==> config.mk <==
export PLATFORM = sky130hd
export DESIGN_NAME = scl_queue
export DESIGN_NICKNAME = d
export VERILOG_FILES = /design/src/sv/scl_pkg.sv /design/src/sv/scl_queue.sv
export SDC_FILE = /design/constraint.sdc
export NUM_CORES = 1
export LEC_CHECK = 0
export BUFFER_PORTS_ARGS = -buffer_cell sky130_fd_sc_hd__buf_2
export CORE_UTILIZATION = 35
export CTS_BUF_LIST = sky130_fd_sc_hd__clkbuf_2
export CTS_CLUSTER_DIAMETER = 30
export DETAILED_ROUTE_END_ITERATION = 8
export GPL_TIMING_DRIVEN = 1
export SLEW_MARGIN = 20
export SYNTH_ARGS = -nofsm -noshare
export SYNTH_HDL_FRONTEND = slang
export SYNTH_SLANG_ARGS = --single-unit
==> constraint.sdc <==
create_clock -name clk -period 8.1 [get_ports clk]
set_input_delay 1.62 -clock clk [delete_from_list [all_inputs] [get_ports clk]]
set_output_delay 1.62 -clock clk [all_outputs]
set_load 0.02 [all_outputs]
==> src/sv/scl_pkg.sv <==
// scl_pkg: beat types, status and phase codes for the slope corridor line simplifier
// no dependencies; used by every file of the block
`timescale 1ns / 1ps

package scl_pkg;

	typedef struct packed {
		logic [15:0]        sample_tick;
		logic signed [15:0] sample_value;
		logic               last_sample;
	} in_t;

	typedef struct packed {
		logic [15:0]        point_tick;
		logic signed [15:0] point_value;
		logic [1:0]         status;
		logic               last_result;
	} out_t;

	// up to two results from one sample
	typedef struct packed {
		logic [1:0] n;
		out_t       r0;
		out_t       r1;
	} emit_t;

	localparam logic [1:0] ST_OK    = 2'd0;
	localparam logic [1:0] ST_CAP   = 2'd1;
	localparam logic [1:0] ST_ORDER = 2'd2;
	localparam logic [1:0] ST_SHORT = 2'd3;

	localparam logic [1:0] PH_IDLE     = 2'd0;
	localparam logic [1:0] PH_ANCHOR   = 2'd1;
	localparam logic [1:0] PH_CORRIDOR = 2'd2;
	localparam logic [1:0] PH_DROP     = 2'd3;

	localparam logic REG_CAPACITY  = 1'b0;
	localparam logic REG_TOLERANCE = 1'b1;

	localparam logic [15:0] CAPACITY_RESET = 16'hFFFF;
	localparam logic [9:0]  SIMPL_ERR_Q15  = 10'd1;

	localparam int Q_DEPTH = 4;
	localparam int Q_AW    = $clog2(Q_DEPTH);

	function automatic out_t err_point(logic [1:0] st);
		out_t r;
		r             = '0;
		r.status      = st;
		r.last_result = 1'b1;
		return r;
	endfunction

	function automatic out_t ok_point(logic [15:0] t, logic signed [15:0] v, logic last);
		out_t r;
		r.point_tick  = t;
		r.point_value = v;
		r.status      = ST_OK;
		r.last_result = last;
		return r;
	endfunction

endpackage

==> src/sv/scl_queue.sv <==
// scl_queue: result queue, takes up to two results a cycle and hands out one beat
// depends on scl_pkg
`timescale 1ns / 1ps

module scl_queue (
	input  logic           clk,
	input  logic           arst_n,
	input  logic           go,
	input  scl_pkg::emit_t emit,
	output logic           room,
	output logic           point_valid,
	input  logic           point_stall,
	output scl_pkg::out_t  point
);

	scl_pkg::out_t             mem_q [scl_pkg::Q_DEPTH];
	logic [scl_pkg::Q_AW-1:0]  wr_q, rd_q;
	logic [scl_pkg::Q_AW:0]    cnt_q;
	logic [1:0]                push_n;
	logic                      pop;

	assign push_n      = go ? emit.n : 2'd0;
	assign point_valid = (cnt_q != '0);
	assign pop         = point_valid && !point_stall;
	assign point       = mem_q[rd_q];
	assign room        = cnt_q <= (scl_pkg::Q_AW+1)'(scl_pkg::Q_DEPTH - 2);

	always_ff @(posedge clk) begin
		if (push_n != 2'd0) begin
			mem_q[wr_q] <= emit.r0;
		end
		if (push_n == 2'd2) begin
			mem_q[wr_q + scl_pkg::Q_AW'(1)] <= emit.r1;
		end
	end

	always_ff @(posedge clk or negedge arst_n) begin
		if (!arst_n) begin
			wr_q  <= '0;
			rd_q  <= '0;
			cnt_q <= '0;
		end else begin
			wr_q  <= wr_q + scl_pkg::Q_AW'(push_n);
			rd_q  <= rd_q + scl_pkg::Q_AW'(pop);
			cnt_q <= cnt_q + (scl_pkg::Q_AW+1)'(push_n) - (scl_pkg::Q_AW+1)'(pop);
		end
	end

endmodule

==> impl_metrics.tcl <==
set metrics [dict create \
    first_global_vias 4434 \
    seq_area_frac_synth 0.594 \
    grt_overflow_total 0 \
    avgSynthCellArea_sq_um 19.2 \
    die_y_um 147 \
    hold_buffers 0 \
    max_freq_mhz 232 \
    tns_ps 0 \
    finalCriticalPeriod_ps 4310 \
    drt_iter0_markers 135 \
    netlist_instances 384 \
    vias 3988 \
    postRouteAntennaNets 0 \
    hp-class "reg2reg" \
    yosys_most_used_dff "edfxtp_1" \
    post_drt_via_cell_ratio 5.08 \
    report.final.hold_viol_count 0 \
    rows 52 \
    combinationalPowerShare 0.368 \
    antenna_found_initial 3 \
    cp-start-kind "flip-flop" \
    dp_hpwl_mm 10.2 \
    layout_commonest_cell "edfxtp_1" \
    whs_path_depth 1 \
    setup_viol 0 \
    drc_errors 0 \
    power.density_nw_per_um2 280 \
    clkSinkCount 147 \
    routedWlPerCell_um 21.6 \
    worst_pin_slew_ps 1070 \
    clkPwrFrac 0.164 \
    cts_resized 0 \
    worstPathMaxFanout 30 \
    synth.top_cell.area_share 0.570 \
    cts_root_buf "clkbuf_2" \
    cts_tree "yes" \
    crit_type "reg2out" \
    synth.cell_area_sq_um 7370 \
    grtUsageTotal 0.164 \
    io_pins 113 \
    clock_skew_ps 33.4 \
    worst_setup_path_end_kind "primary output" \
    cts_buffers 17 \
    grt_start_max_net_pins 37 \
    p_int_w 0.00147 \
    crit_arrival_ps 2690 \
    final_nets 579 \
    cp_data_required_time_ps 6480 \
    max-slew-margin-rel 0.285 \
    outcome "finished clean" \
    start_util 0.361 \
    synth_top_area_cell "edfxtp_1" \
    drtPass1Iterations 4 \
    maxCapViolations 0 \
    post-cts-setup-buffers 0 \
    crit_slowest_cell "mux4_2" \
    rsz0062_at_grt "no" \
    worst_r2r_path_depth 4 \
    slowest_delay_ps 630 \
    final_max_slew_viol_count 0 \
    path_cells "buf_4 > mux4_2 > buf_2" \
    num-fill-cells 1866 \
    cts.clk_slew.worst_paths_ps 200 \
    synthDistinctLibCells 31 \
    ys_warn_count 0 \
    coreArea_sq_um 20400 \
    cts_max_path_buffers 2 \
    p_switching_w 0.000874 \
    switching_share 0.373 \
    final_cell_mix "140 x edfxtp_1, 112 x buf_2, 108 x mux2_2, 35 x mux4_2, 30 x mux2_4" \
    dieArea_sq_um 21600 \
    period_share 0.532 \
    finalNonFillerCells 785 \
    clock_latency_ps 700 \
    power_frac_seq 0.468 \
    grt_pass1_wl_mm 25.8 \
    syn-num-nets 464 \
    gp_congestion 0.752 \
    multiInputGateArea_sq_um 2810 \
    drive_above_1_share 0.658 \
    synth_edf_count 140 \
    die_x_um 147 \
    synthArstFlopShare 0.0476 \
    ir_drop_mv 0.195 \
    yosys-top-cells-area "edfxtp_1 57%, mux2_2 17%, mux4_2 11%, mux2_4 6.1%, dfrtp_1 2.4%" \
    routed_wl_mm 16.9 \
    ff_latch_area_sq_um 4380 \
    fin_hold_ws_ps 523 \
    syn_to_final_growth_pct 13.7 \
    dp_cells 750 \
    htreeDepth 4 \
    power_leakage_nw 3.02 \
    ys_ff_latch 147 \
    io_buffers 112 \
]
## cells by family after synthesis
kind of cell / count (synthesis) / share of synthesized area
compound gates: 3 / 0.00272
xor+xnor: 7 / 0.00832
fa+ha+maj: 4 / 0.00781
buf+inv: 28 / 0.0273
flops: 147 / 0.594
mux: 176 / 0.338
simple gates: 19 / 0.0219
## metal layers
layer  track usage  up-vias  share of wire
met5             0        -        0.00059
met4        0.0490        2          0.011
met3        0.0444       13          0.052
met2         0.275      103           0.50
met1         0.206     2074           0.44
li1              -     1796              -
## state kept, by name (all words and copies together) (netlist names)
name,flops
mem_q,140
cnt_q,3
wr_q,2
rd_q,2
## per-stage QoR
step                       util  total power, W  setup WS (ps)  instance area, sq um
after global routing      0.410         0.00247           3520                  8370
after global placement    0.399         0.00198           4360                  8160
after floorplan               -         0.00171           4140                  7370
after detailed placement  0.399         0.00200           4340                  8160
final                     0.410         0.00234           3790                  8380
after CTS                 0.410         0.00239           3630                  8370
## synthesized netlist by cell type (3+ instances only)
| cell type | n |
|---|---|
| buf_12 | 3 |
| buf_2 | 13 |
| clkbuf_1 | 4 |
| dfrtp_1 | 7 |
| edfxtp_1 | 140 |
| ha_1 | 3 |
| inv_1 | 4 |
| mux2_1 | 3 |
| mux2_2 | 108 |
| mux2_4 | 30 |
| mux4_2 | 35 |
| nor2_1 | 3 |
| nor3_1 | 3 |
| nor3b_1 | 3 |
| xor2_1 | 5 |
## power by group through the flow
stage	clock network (W)	logic (W)	registers [W]
3_5_place_dp	0	0.000882	0.00112
6_report	0.000383	0.000864	0.00110
3_3_place_gp	0	0.000869	0.00111
2_1_floorplan	0	0.000671	0.00103
4_1_cts	0.000401	0.000885	0.00110
5_1_grt	0.000428	0.000924	0.00112
## final timing paths
kind,endpoint,start,slack [ps]
max,point[10],rd_q[0]$_DFF_PN0_,3790
min,cnt_q[2]$_DFF_PN0_,cnt_q[2]$_DFF_PN0_,520
max reg2reg,mem_q[0][19]$_DFFE_PP_,wr_q[1]$_DFF_PN0_,5460
min reg2reg,cnt_q[2]$_DFF_PN0_,cnt_q[2]$_DFF_PN0_,520
max in group asynchronous,rd_q[0]$_DFF_PN0_,arst_n,7200
min in group asynchronous,wr_q[1]$_DFF_PN0_,arst_n,730
## final cells by class
class,count,area share
diodes,3,0.000896
clock buffers,17,0.0102
clock inverters,15,0.0149
inverters,4,0.00179
multi-input cells,209,0.335
flip-flops and latches,147,0.523
well taps,270,0.0403
repair buffers,120,0.0741
## worst max-delay path, delay by kind of cell (launching register included)
family	cells	cell delay, ps
mux	1	630
flops	1	570
buf+inv	2	800
Note: power is estimated with default switching activity, not from simulation.
